## config.mk

```make
export PLATFORM = sky130hd
export DESIGN_NAME = trial_division_prime_test_unit_flat
export DESIGN_NICKNAME = d
export VERILOG_FILES = /design/src/rtl/tdpt_pkg.sv /design/src/rtl/tdpt_if.sv /design/src/rtl/tdpt_seq.sv /design/src/rtl/tdpt_datapath.sv /design/src/rtl/trial_division_prime_test_unit.sv /design/src/flat_wrapper.sv
export SDC_FILE = /design/constraint.sdc
export NUM_CORES = 1
export LEC_CHECK = 0
export ABC_CLOCK_PERIOD_IN_PS = 4400
export BUFFER_PORTS_ARGS = -buffer_cell sky130_fd_sc_hd__clkbuf_2
export CORE_ASPECT_RATIO = 2
export CORE_UTILIZATION = 40
export DETAILED_ROUTE_END_ITERATION = 8
export PLACE_DENSITY = 0.54
export SLEW_MARGIN = 20
export SYNTH_ARGS = -nofsm -noshare
export SYNTH_HDL_FRONTEND = slang
export SYNTH_SLANG_ARGS = --single-unit
```

## constraint.sdc

```tcl
create_clock -name clk -period 4.4 [get_ports clk]
set_input_delay 0 -clock clk [delete_from_list [all_inputs] [get_ports clk]]
set_output_delay 0 -clock clk [all_outputs]
set_load 0.01 [all_outputs]
```

## src/rtl/tdpt_pkg.sv

```systemverilog
package tdpt_pkg;

    // Default width of the tested value
    localparam int DEF_VALUE_BITS = 31;

    // Microprogram counter width and size
    localparam int UPC_BITS = 4;

    typedef logic [UPC_BITS-1:0] upc_t;

    // Datapath operations, one per control word
    typedef enum logic [2:0] {
        OP_NOP        = 3'd0,
        OP_ACCEPT     = 3'd1,
        OP_SQRT_STEP  = 3'd2,
        OP_DIV_INIT   = 3'd3,
        OP_DIV_STEP   = 3'd4,
        OP_NEXT_D     = 3'd5,
        OP_EMIT_COMP  = 3'd6,
        OP_EMIT_PRIME = 3'd7
    } uop_t;

    // Jump conditions
    typedef enum logic [2:0] {
        C_NEVER    = 3'd0,
        C_ALWAYS   = 3'd1,
        C_NO_ITEM  = 3'd2,
        C_LT_TWO   = 3'd3,
        C_CNT_NZ   = 3'd4,
        C_D_GT_E   = 3'd5,
        C_REM_NZ   = 3'd6,
        C_OUT_FULL = 3'd7
    } ucond_t;

    typedef struct packed {
        uop_t   op;
        ucond_t cond;
        upc_t   target;
    } uword_t;

    // Flags from the datapath to the sequencer
    typedef struct packed {
        logic lt_two;
        logic cnt_nz;
        logic d_gt_e;
        logic rem_nz;
    } dp_status_t;

    // Program addresses
    localparam upc_t L_IDLE      = 4'd0;
    localparam upc_t L_SQRT      = 4'd2;
    localparam upc_t L_TRY       = 4'd4;
    localparam upc_t L_DIV       = 4'd5;
    localparam upc_t L_NOT_PRIME = 4'd7;
    localparam upc_t L_PRIME     = 4'd9;

    // Microprogram: take the jump when the condition holds, else fall through
    function automatic uword_t ucode_rom(input upc_t addr);
        uword_t w;
        w = '{op: OP_NOP, cond: C_ALWAYS, target: L_IDLE};
        case (addr)
            4'd0:  w = '{op: OP_ACCEPT,     cond: C_NO_ITEM,  target: L_IDLE};
            4'd1:  w = '{op: OP_NOP,        cond: C_LT_TWO,   target: L_NOT_PRIME};
            4'd2:  w = '{op: OP_SQRT_STEP,  cond: C_CNT_NZ,   target: L_SQRT};
            4'd3:  w = '{op: OP_DIV_INIT,   cond: C_NEVER,    target: L_IDLE};
            4'd4:  w = '{op: OP_NOP,        cond: C_D_GT_E,   target: L_PRIME};
            4'd5:  w = '{op: OP_DIV_STEP,   cond: C_CNT_NZ,   target: L_DIV};
            4'd6:  w = '{op: OP_NEXT_D,     cond: C_REM_NZ,   target: L_TRY};
            4'd7:  w = '{op: OP_EMIT_COMP,  cond: C_OUT_FULL, target: L_NOT_PRIME};
            4'd8:  w = '{op: OP_NOP,        cond: C_ALWAYS,   target: L_IDLE};
            4'd9:  w = '{op: OP_EMIT_PRIME, cond: C_OUT_FULL, target: L_PRIME};
            4'd10: w = '{op: OP_NOP,        cond: C_ALWAYS,   target: L_IDLE};
            default: w = '{op: OP_NOP,      cond: C_ALWAYS,   target: L_IDLE};
        endcase
        return w;
    endfunction

endpackage

```

## src/rtl/tdpt_if.sv

```systemverilog
interface tdpt_in_if
    import tdpt_pkg::*;
#(
    parameter int VALUE_BITS = DEF_VALUE_BITS
);
    logic                  valid;
    logic                  ready;
    logic [VALUE_BITS-1:0] candidate_value;

    modport source (output valid, output candidate_value, input ready);
    modport sink   (input valid, input candidate_value, output ready);
endinterface

interface tdpt_out_if;
    logic valid;
    logic ready;
    logic is_prime;

    modport source (output valid, output is_prime, input ready);
    modport sink   (input valid, input is_prime, output ready);
endinterface

```

## src/rtl/tdpt_seq.sv

```systemverilog
module tdpt_seq
    import tdpt_pkg::*;
(
    input  logic       clk,
    input  logic       rst_n,
    input  logic       item_valid,
    input  logic       out_full,
    input  dp_status_t status,
    output uop_t       op
);

    upc_t   pc_reg;
    upc_t   pc_next;
    uword_t word;
    logic   take;

    assign word = ucode_rom(pc_reg);
    assign op   = word.op;

    always_comb
    begin
        unique case (word.cond)
            C_NEVER:    take = 1'b0;
            C_ALWAYS:   take = 1'b1;
            C_NO_ITEM:  take = !item_valid;
            C_LT_TWO:   take = status.lt_two;
            C_CNT_NZ:   take = status.cnt_nz;
            C_D_GT_E:   take = status.d_gt_e;
            C_REM_NZ:   take = status.rem_nz;
            C_OUT_FULL: take = out_full;
            default:    take = 1'b0;
        endcase
        pc_next = take ? word.target : upc_t'(pc_reg + 1'b1);
    end

    always_ff @(posedge clk or negedge rst_n)
    begin
        if (!rst_n)
        begin
            pc_reg <= L_IDLE;
        end
        else
        begin
            pc_reg <= pc_next;
        end
    end

endmodule

```

## src/rtl/tdpt_datapath.sv

```systemverilog
module tdpt_datapath
    import tdpt_pkg::*;
#(
    parameter int VALUE_BITS = DEF_VALUE_BITS
)
(
    input  logic                  clk,
    input  uop_t                  op,
    input  logic                  item_valid,
    input  logic [VALUE_BITS-1:0] candidate_value,
    output dp_status_t            status
);

    localparam int RB = (VALUE_BITS + 1) / 2;   // root bits
    localparam int SW = 2 * RB;                 // feed shifter width
    localparam int CW = $clog2(VALUE_BITS);     // step counter width

    logic [VALUE_BITS-1:0] n_reg;
    logic [SW-1:0]         sh_reg,   sh_next;
    logic [RB+1:0]         rem_reg,  rem_next;
    logic [RB-1:0]         root_reg, root_next;
    logic [RB:0]           d_reg,    d_next;
    logic [CW-1:0]         cnt_reg,  cnt_next;

    logic [RB+3:0] sq_rem;
    logic [RB+3:0] sq_trial;
    logic [RB+1:0] dv_rem;
    logic [RB+1:0] dv_d;

    // One digit pair of the square root, one bit of the remainder
    assign sq_rem   = {rem_reg, sh_reg[SW-1 -: 2]};
    assign sq_trial = (RB+4)'({root_reg, 2'b01});
    assign dv_rem   = {rem_reg[RB:0], sh_reg[SW-1]};
    assign dv_d     = (RB+2)'(d_reg);

    assign status.lt_two = (n_reg < VALUE_BITS'(2));
    assign status.cnt_nz = (cnt_reg != '0);
    assign status.d_gt_e = (d_reg > (RB+1)'(root_reg));
    assign status.rem_nz = (rem_reg != '0);

    always_comb
    begin
        sh_next   = sh_reg;
        rem_next  = rem_reg;
        root_next = root_reg;
        d_next    = d_reg;
        cnt_next  = cnt_reg;
        unique case (op)
            OP_ACCEPT:
            begin
                sh_next   = SW'(candidate_value);
                rem_next  = '0;
                root_next = '0;
                cnt_next  = CW'(RB - 1);
            end
            OP_SQRT_STEP:
            begin
                sh_next  = sh_reg << 2;
                cnt_next = cnt_reg - 1'b1;
                if (sq_rem >= sq_trial)
                begin
                    rem_next  = (RB+2)'(sq_rem - sq_trial);
                    root_next = {root_reg[RB-2:0], 1'b1};
                end
                else
                begin
                    rem_next  = (RB+2)'(sq_rem);
                    root_next = {root_reg[RB-2:0], 1'b0};
                end
            end
            OP_DIV_INIT, OP_NEXT_D:
            begin
                sh_next  = SW'(n_reg) << (SW - VALUE_BITS);
                rem_next = '0;
                cnt_next = CW'(VALUE_BITS - 1);
                d_next   = (op == OP_DIV_INIT) ? (RB+1)'(2) : d_reg + 1'b1;
            end
            OP_DIV_STEP:
            begin
                sh_next  = sh_reg << 1;
                cnt_next = cnt_reg - 1'b1;
                rem_next = (dv_rem >= dv_d) ? dv_rem - dv_d : dv_rem;
            end
            default:
            begin
            end
        endcase
    end

    always_ff @(posedge clk)
    begin
        if (op == OP_ACCEPT && item_valid)
        begin
            n_reg <= candidate_value;
        end
        sh_reg   <= (op == OP_ACCEPT && !item_valid) ? sh_reg : sh_next;
        rem_reg  <= rem_next;
        root_reg <= root_next;
        d_reg    <= d_next;
        cnt_reg  <= cnt_next;
    end

endmodule

```

## src/rtl/trial_division_prime_test_unit.sv

```systemverilog
// Channel   Dir  Payload                       Handshake
// in_ch     in   candidate_value[VALUE_BITS]   valid / ready
// out_ch    out  is_prime                      valid / ready
//
// Per item: the square root takes one root bit per step, then each divisor
// tried runs the shared remainder loop, which takes one bit per cycle; the
// worst case at 31 bits is near 46340 divisors tried.
// Reset clears the microprogram counter and the output valid flag.
// The verdict waits in the output register; the sequencer stalls only to wait
// for an item, or when a new verdict is ready and the old one is not taken.
module trial_division_prime_test_unit
    import tdpt_pkg::*;
#(
    parameter int VALUE_BITS = DEF_VALUE_BITS
)
(
    input  logic       clk,
    input  logic       rst_n,
    tdpt_in_if.sink    in_ch,
    tdpt_out_if.source out_ch
);

    uop_t       op;
    dp_status_t status;
    logic       out_valid_reg, out_valid_next;
    logic       is_prime_reg,  is_prime_next;
    logic       emit;

    // Take an item only at the accept step of the program
    assign in_ch.ready = (op == OP_ACCEPT);

    tdpt_seq u_seq (
        .clk        (clk),
        .rst_n      (rst_n),
        .item_valid (in_ch.valid),
        .out_full   (out_valid_reg),
        .status     (status),
        .op         (op)
    );

    tdpt_datapath #(
        .VALUE_BITS (VALUE_BITS)
    ) u_datapath (
        .clk             (clk),
        .op              (op),
        .item_valid      (in_ch.valid),
        .candidate_value (in_ch.candidate_value),
        .status          (status)
    );

    // Load the verdict when the output register is free; the program loops
    // on the emit step until then
    assign emit = ((op == OP_EMIT_PRIME) || (op == OP_EMIT_COMP)) && !out_valid_reg;

    always_comb
    begin
        out_valid_next = out_valid_reg;
        is_prime_next  = is_prime_reg;
        if (out_valid_reg && out_ch.ready)
        begin
            out_valid_next = 1'b0;
        end
        if (emit)
        begin
            out_valid_next = 1'b1;
            is_prime_next  = (op == OP_EMIT_PRIME);
        end
    end

    always_ff @(posedge clk or negedge rst_n)
    begin
        if (!rst_n)
        begin
            out_valid_reg <= 1'b0;
        end
        else
        begin
            out_valid_reg <= out_valid_next;
        end
    end

    always_ff @(posedge clk)
    begin
        is_prime_reg <= is_prime_next;
    end

    assign out_ch.valid    = out_valid_reg;
    assign out_ch.is_prime = is_prime_reg;

endmodule

```

## src/flat_wrapper.sv

```systemverilog
// flat-port wrapper written by rule: the top's interface ports become plain ports
module trial_division_prime_test_unit_flat import tdpt_pkg::*;
#(
    parameter int VALUE_BITS = DEF_VALUE_BITS
)
  (clk, rst_n, in_ch_valid, in_ch_candidate_value, in_ch_ready, out_ch_valid, out_ch_is_prime, out_ch_ready);
  tdpt_in_if #(.VALUE_BITS(VALUE_BITS)) in_ch_i ();
  tdpt_out_if out_ch_i ();
  input  logic clk;
  input  logic rst_n;
  input wire logic [$bits(in_ch_i.valid)-1:0] in_ch_valid;
  input wire logic [$bits(in_ch_i.candidate_value)-1:0] in_ch_candidate_value;
  output wire logic [$bits(in_ch_i.ready)-1:0] in_ch_ready;
  output wire logic [$bits(out_ch_i.valid)-1:0] out_ch_valid;
  output wire logic [$bits(out_ch_i.is_prime)-1:0] out_ch_is_prime;
  input wire logic [$bits(out_ch_i.ready)-1:0] out_ch_ready;
  assign in_ch_i.valid = in_ch_valid;
  assign in_ch_i.candidate_value = in_ch_candidate_value;
  assign in_ch_ready = in_ch_i.ready;
  assign out_ch_valid = out_ch_i.valid;
  assign out_ch_is_prime = out_ch_i.is_prime;
  assign out_ch_i.ready = out_ch_ready;
  trial_division_prime_test_unit #(.VALUE_BITS(VALUE_BITS)) u_core (.clk(clk), .rst_n(rst_n), .in_ch(in_ch_i), .out_ch(out_ch_i));
endmodule
```

==> metrics, run 1 <==
number of clock sinks seen by CTS 125; Die Span Y 205.0 um; number of H-tree branching levels 4; total number of nets in the final design 974; clk buf depth 2; Peak Freq 313.7 MHz; worst-path cell chain inv_1 -> ha_1 -> nor2_1 -> a21oi_1 -> o21ai_2 -> nand2b_1 -> nand2b_1 -> a21o_1; critical-path cell with the highest stage delay sky130_fd_sc_hd__nand2b_1; number of fillers in the final layout 1,811; area of the mapped netlist 8238 sq um; most numerous cell in the Yosys netlist sky130_fd_sc_hd__edfxtp_1; Reg-to-Reg End u_core.u_datapath.cnt_reg[4]$_SDFFCE_PN0P_; DR WL met3 534 um; hold violation total from the final report 0; Max-slew headroom 0.3361; critical path startpoint category flop; Worst Setup SP u_core.u_seq.pc_reg[0]$_DFFE_PN0P_; remaining global-route overflow 0; WP buf/inv 1; Worst Tran Pin Value 0.9953 ns; Yosys Warn Count 0; number of setup violations in the final report 0; Max-cap violations 0; final-report max-slew violation count 0; average vias per placed instance 5.697; flip-flop count of the largest register, all copies and words added 32; commonest register cell after synthesis sky130_fd_sc_hd__edfxtp_1; number of input and output port buffers inserted 37; share of cells above drive strength 1 0.1121; wire length per cell 19.77 um; family with the most delay on the worst path simple AND/OR/NAND/NOR gates; largest area contributor in the synthesized netlist sky130_fd_sc_hd__edfxtp_1; Avg Cell Area, Syn 10.18 sq um; antenna violations before repair 0; area growth from synthesis to layout 17.72%; Die Span X 103.5 um; Post-DP HPWL 17.44 mm; postcts setup bufs 0; Final GP Congestion 0.8888; Synth Area in Simple Gates 0.1491; cell area after placement 8735 sq um; maximum number of pins on one net before global-route repair 46; Worst R2R Start u_core.u_seq.pc_reg[0]$_DFFE_PN0P_; min setup slack post-route 1.212 ns; number of gates resized after cts 0; pre-CTS worst setup slack 1.214 ns; DRC 0; mux cell area share after synthesis 0.04389; Worst Path Required 4.57 ns; outcome finished clean; Pre-antenna DRT Iters 5; adder and majority cell fraction of the synthesized area 0.09204; aggregate routed wire length 22.82 mm; number of enable-type register cells in the synthesized netlist 120; number of placed I/O pins 38; Critical Path Most Common Cell sky130_fd_sc_hd__nand2b_1; synth cell count leaders sky130_fd_sc_hd__edfxtp_1, sky130_fd_sc_hd__nand2_1, sky130_fd_sc_hd__ha_1; cell types with the largest area share after synthesis sky130_fd_sc_hd__edfxtp_1, sky130_fd_sc_hd__ha_1, sky130_fd_sc_hd__mux2i_1; unrepaired setup endpoints after global routing false; Storage cell area 3729 sq um; Initial Utilization 0.4118; antenna viol nets, final 0; Worst R2R Setup Slack 1.21 ns; Post-Route Setup TNS 0 ns; Finished Cell Area 9698 sq um; Crit Path Category flop to flop; total inserted antenna cells 0; Worst Hold Path Cells 3; maximum net fanout on the critical path 15; CTS Root Cell sky130_fd_sc_hd__clkbuf_16; Synth async-reset ratio 0.04000; wire length of the first global-routing pass 35.88 mm; endpoint class of the critical path flop; Yosys top cell area share 0.4374; cells after synthesis 809; floorplan row count 73; Synth Register Bits 125; worst skew pair latency 0.42 ns; number of global-route vias before repair 6,959; count of non-filler cells in the finished layout 1,154; Clock Skew 0.008506 ns; total die area 21,210 sq um; sequential element share of the synthesized area 0.4526; area fraction in compound gates after synthesis 0.1668; combinational family with the most area after synthesis compound AO/OA/AOI/OAI gates; net count after synthesis 904; Crit path arrival time 3.36 ns; peak per-stage delay on the critical path 0.74 ns; number of library cell types mapped by synthesis 67; count of placed standard cells including taps 1,088; HP Class primary input to flop; timing endpoint of the critical path u_core.u_datapath.cnt_reg[4]$_SDFFCE_PN0P_; CTS tree done; Met1 Wirelength 7.959 mm; met2 routed WL 13.44 mm; clock slew seen by the registers of the worst setup and hold paths 0.06 ns; highest routed metal layer met4; overall via count from detail_route 6,574; Synth Area in XOR/XNOR 0.04997; time the final worst path needs with I/O delays and setup 3.188 ns; number of cells on the critical path 8; Final Cycle Share 0.7245; depth of the most critical reg-to-reg path 8; area of the core 20,000 sq um; area of the multi-input gates 4165 sq um; number of buffers added by the clock tree synthesis step 17; drt initial violations 287; overall track demand over capacity in global routing 0.2299
## cell type report
type | instances | area share
multi-input combinational | 593 | 0.4295
sequential | 125 | 0.3845
timing repair buffer | 84 | 0.06554
clock buffer | 18 | 0.04425
tap | 262 | 0.03380
inverter | 58 | 0.02245
clock inverter | 14 | 0.02000
## how the worst min path moves through the flow
stage                                          from                                     to
after CTS                 in_ch_candidate_value[15]  u_core.u_datapath.n_reg[15]$_DFFE_PP_
after floorplan                               rst_n        u_core.out_ch.valid$_DFFE_PN0P_
after global placement                        rst_n       u_core.u_seq.pc_reg[3]$_DFF_PN0_
final                                  out_ch_ready        u_core.out_ch.valid$_DFFE_PN0P_
after global routing      in_ch_candidate_value[15]  u_core.u_datapath.n_reg[15]$_DFFE_PP_
after detailed placement                      rst_n       u_core.u_seq.pc_reg[3]$_DFF_PN0_
## worst min-delay path, cell delays in order
cell,delay (ns)
sky130_fd_sc_hd__dlygate4sd3_1,0.53
sky130_fd_sc_hd__clkbuf_2,0.10
sky130_fd_sc_hd__mux2i_1,0.05
## placed cells by master (no fill, tap or decap), drive strengths merged, types with 19 or more instances in the layout
| master | netlist | layout |
|---|---|---|
| edfxtp | 120 | 120 |
| nand2 | 69 | 69 |
| ha | 59 | 59 |
| inv | 57 | 58 |
| clkbuf | 25 | 55 |
| nor2 | 53 | 53 |
| a21oi | 49 | 49 |
| xnor2 | 37 | 37 |
| mux2i | 35 | 35 |
| dlygate4sd3 | 0 | 34 |
| o21ai | 31 | 31 |
| and2 | 24 | 24 |
| nand3 | 19 | 19 |
| a21o | 19 | 19 |
## stage by stage
step                      hold WS, ns    util
after global placement        -0.1775  0.4367
after floorplan               -0.2956       -
after detailed placement      -0.1742  0.4367
final                          0.3111  0.4848
after CTS                      0.2937  0.4848
after global routing           0.3028  0.4848
## what timing repair did
action | 4_1_cts | 5_1_grt
endpoints found under the hold margin | 68 | 0
hold buffers | 34 | 0
endpoints found under the setup margin | 0 | 0
## per-layer routing
layer  track usage  vias to the layer above
met5             0                        -
met4        0.1147                        0
met3       0.02627                       47
met2        0.4565                      154
met1        0.2206                     3197
li1              -                     3176
## kinds of logic (layout without fill, tap and decap cells)
logic type / count (synthesis) / in the layout
simple gates: 249 / 249
compound gates: 201 / 201
flops: 125 / 125
buf+inv: 91 / 174
fa+ha+maj: 60 / 60
xor+xnor: 47 / 47
mux: 36 / 36
Power of run 1 is not shown: default switching activity piles up to over one toggle a cycle in this logic, so the estimate is an artifact.
==> run 2, diff against run 1 <==
--- a/config.mk
+++ b/config.mk
@@ -5,12 +5,12 @@
 export SDC_FILE = /design/constraint.sdc
 export NUM_CORES = 1
 export LEC_CHECK = 0
-export ABC_CLOCK_PERIOD_IN_PS = 4400
+export ABC_CLOCK_PERIOD_IN_PS = 2900
 export BUFFER_PORTS_ARGS = -buffer_cell sky130_fd_sc_hd__clkbuf_2
 export CORE_ASPECT_RATIO = 2
 export CORE_UTILIZATION = 40
 export DETAILED_ROUTE_END_ITERATION = 8
-export PLACE_DENSITY = 0.54
+export PLACE_DENSITY = 0.56
 export SLEW_MARGIN = 20
 export SYNTH_ARGS = -nofsm -noshare
 export SYNTH_HDL_FRONTEND = slang
==> constraint.sdc (replaced) <==
create_clock -name clk -period 2.9 [get_ports clk]
set_input_delay 0 -clock clk [delete_from_list [all_inputs] [get_ports clk]]
set_output_delay 0 -clock clk [all_outputs]
set_load 0.01 [all_outputs]
==> metrics, run 2 (same netlist as run 1, synthesis figures left out) <==
overall via count from detail_route 6,798 (+3.4%); average vias per placed instance 5.670 (-0.47%); top library cells by usage in the layout, fill and taps aside sky130_fd_sc_hd__edfxtp_1, sky130_fd_sc_hd__nand2_1, sky130_fd_sc_hd__ha_1; wire length per cell 20.08 um (+1.6%); aggregate routed wire length 24.08 mm (+5.5%); Max-cap violations 0 (unchanged); critical-path cell with the highest stage delay sky130_fd_sc_hd__edfxtp_1; Finished Core Util 0.5041 (+0.01927); Peak Freq 346.0 MHz (+10%); Reg-to-Reg End u_core.u_datapath.rem_reg[1]$_DFFE_PP_; Crit path arrival time 3.17 ns (-0.19 ns); total die area 21,210 sq um (unchanged); family with the most delay on the worst path compound AO/OA/AOI/OAI gates; DRC 0 (unchanged); Worst Path Required 3.18 ns (-1.39 ns); number of placed I/O pins 38 (unchanged); leading cell type in the layout, fill and taps excluded sky130_fd_sc_hd__edfxtp_1; number of input and output port buffers inserted 37 (unchanged); peak per-stage delay on the critical path 0.53 ns (-0.21 ns); area of the core 20,000 sq um (unchanged); Worst Setup SP u_core.u_datapath.rem_reg[7]$_DFFE_PP_; worst skew pair latency 0.43 ns (about the same); Clock Skew 0.008602 ns (+0.00009609 ns); Die Span Y 205.0 um (unchanged); number of setup violations in the final report 0 (unchanged); number of H-tree branching levels 4 (unchanged); clock slew seen by the registers of the worst setup and hold paths 0.06 ns (about the same); Worst R2R Setup Slack 0.01 ns (-1.20 ns); Final Cycle Share 0.9965 (+0.2720); maximum number of pins on one net before global-route repair 48 (+4.3%); time the final worst path needs with I/O delays and setup 2.890 ns (-0.2980 ns); flip-flop count of the largest register, all copies and words added 32 (unchanged); number of buffers added by the clock tree synthesis step 17 (unchanged); count of non-filler cells in the finished layout 1,199 (+3.9%); clk buf depth 2 (unchanged); Worst R2R Start u_core.u_datapath.rem_reg[7]$_DFFE_PP_; total number of nets in the final design 1,019 (+4.6%); share of cells above drive strength 1 0.1644 (+0.05225); total inserted antenna cells 0 (unchanged); Worst Tran Pin Value 0.5030 ns (-0.4923 ns); Max-slew headroom 0.6560 (+0.3199); timing endpoint of the critical path u_core.u_datapath.rem_reg[1]$_DFFE_PP_; hold violation total from the final report 0 (unchanged); Crit Path Category flop to flop; maximum net fanout on the critical path 10 (-5); Die Span X 103.5 um (unchanged); Initial Utilization 0.4118 (unchanged); number of global-route vias before repair 7,231 (+3.9%); overall track demand over capacity in global routing 0.2414 (+0.01152); area growth from synthesis to layout 22.40%; number of cells on the critical path 11 (+3); WP buf/inv 2 (+1); CTS Root Cell sky130_fd_sc_hd__clkbuf_16; worst-path cell chain ha_4 -> a21o_1 -> or3_1 -> nor3_2 -> o21ai_1 -> a21oi_2 -> o21ai_2 -> buf_4 -> buf_12 -> mux2_1 -> o2bb2ai_1; critical path startpoint category flop; antenna violations before repair 0 (unchanged); number of clock sinks seen by CTS 125 (unchanged); unrepaired setup endpoints after global routing true; depth of the most critical reg-to-reg path 11 (+3); wire length of the first global-routing pass 37.31 mm (+4.0%); outcome finished clean; CTS tree done; Final GP Congestion 0.9098 (+2.4%); final-report max-slew violation count 0 (unchanged); Pre-antenna DRT Iters 6 (+1); remaining global-route overflow 0 (unchanged); drt initial violations 323 (+13%); floorplan row count 73 (unchanged); Post-DP HPWL 18.22 mm (+4.5%); endpoint class of the critical path flop; count of placed standard cells including taps 1,126 (+3.5%); antenna viol nets, final 0 (unchanged); HP Class primary input to flop
## run 2: changes by cell type in the layout (fill, tap and decap cells not counted), moves of 3 or more
| cell | delta |
|---|---|
| sky130_fd_sc_hd__clkinv_2 | +3 |
| sky130_fd_sc_hd__buf_12 | +3 |
| sky130_fd_sc_hd__a21oi_1 | -3 |
| sky130_fd_sc_hd__clkinv_4 | -3 |
| sky130_fd_sc_hd__bufinv_16 | -3 |
| sky130_fd_sc_hd__clkbuf_1 | +3 |
| sky130_fd_sc_hd__clkinv_1 | +4 |
| sky130_fd_sc_hd__buf_4 | +41 |
| sky130_fd_sc_hd__clkinvlp_4 | -3 |
| sky130_fd_sc_hd__a21oi_2 | +3 |
## run 2: how the worst min path moves through the flow
| stage | to | slack [ns] | from | cells past startpoint |
|---|---|---|---|---|
| after floorplan | u_core.out_ch.valid$_DFFE_PN0P_ | -0.30 | rst_n | 0 |
| after CTS | u_core.u_datapath.n_reg[27]$_DFFE_PP_ | 0.27 | in_ch_candidate_value[27] | 2 |
| after global placement | u_core.u_seq.pc_reg[0]$_DFFE_PN0P_ | -0.18 | rst_n | 1 |
| after global routing | u_core.u_datapath.n_reg[16]$_DFFE_PP_ | 0.30 | in_ch_candidate_value[16] | 2 |
| after detailed placement | u_core.u_seq.pc_reg[3]$_DFF_PN0_ | -0.18 | rst_n | 1 |
| final | u_core.u_datapath.n_reg[10]$_DFFE_PP_ | 0.30 | in_ch_candidate_value[10] | 2 |
## run 2: layout make-up
cell class / instances / area [sq um]
clock buffers: 21 / 440.4
clock inverters: 11 / 76.32
fillers: 1819 / 9920
inverters: 58 / 217.7
multi-input cells: 593 / 4264
flip-flops and latches: 125 / 3729
well taps: 262 / 327.8
repair buffers: 129 / 1028
## run 2: worst register-to-register path, stage by stage (launching register included)
cell,delay (ns)
sky130_fd_sc_hd__edfxtp_1,0.53
sky130_fd_sc_hd__ha_4,0.33
sky130_fd_sc_hd__a21o_1,0.20
sky130_fd_sc_hd__or3_1,0.36
sky130_fd_sc_hd__nor3_2,0.17
sky130_fd_sc_hd__o21ai_1,0.14
sky130_fd_sc_hd__a21oi_2,0.15
sky130_fd_sc_hd__o21ai_2,0.07
sky130_fd_sc_hd__buf_4,0.16
sky130_fd_sc_hd__buf_12,0.14
sky130_fd_sc_hd__mux2_1,0.34
sky130_fd_sc_hd__o2bb2ai_1,0.14
## run 2: stage by stage
stage	setup WS (ns)	area [sq um]	hold slack, ns	TNS [ns]
2_1_floorplan	0.1337	8247	-0.2956	0
3_3_place_gp	-0.02440	9066	-0.1798	-0.03806
3_5_place_dp	-0.06772	9066	-0.1784	-0.2739
4_1_cts	0.04493	9971	0.2741	0
5_1_grt	-0.07153	10080	0.2951	-0.3242
6_report	0.01003	10080	0.3006	0
## run 2: what timing repair did
item                                    4_1_cts  5_1_grt
endpoints found under the setup margin       15       36
setup buffers                                 0        6
hold buffers                                 34        0
gates cloned                                  0        1
endpoints found under the hold margin        68        0
resized for setup                             6       12
pin swaps                                     1        4
## run 2: layer usage
metal | global-route usage | wire length, um | vias to the layer above
met5 | 0 | 0 | -
met4 | 0.1620 | 1614 | 0
met3 | 0.04333 | 717 | 76
met2 | 0.4562 | 13540 | 176
met1 | 0.2249 | 8208 | 3276
li1 | - | - | 3270
Power of run 2 is left out for the same reason.
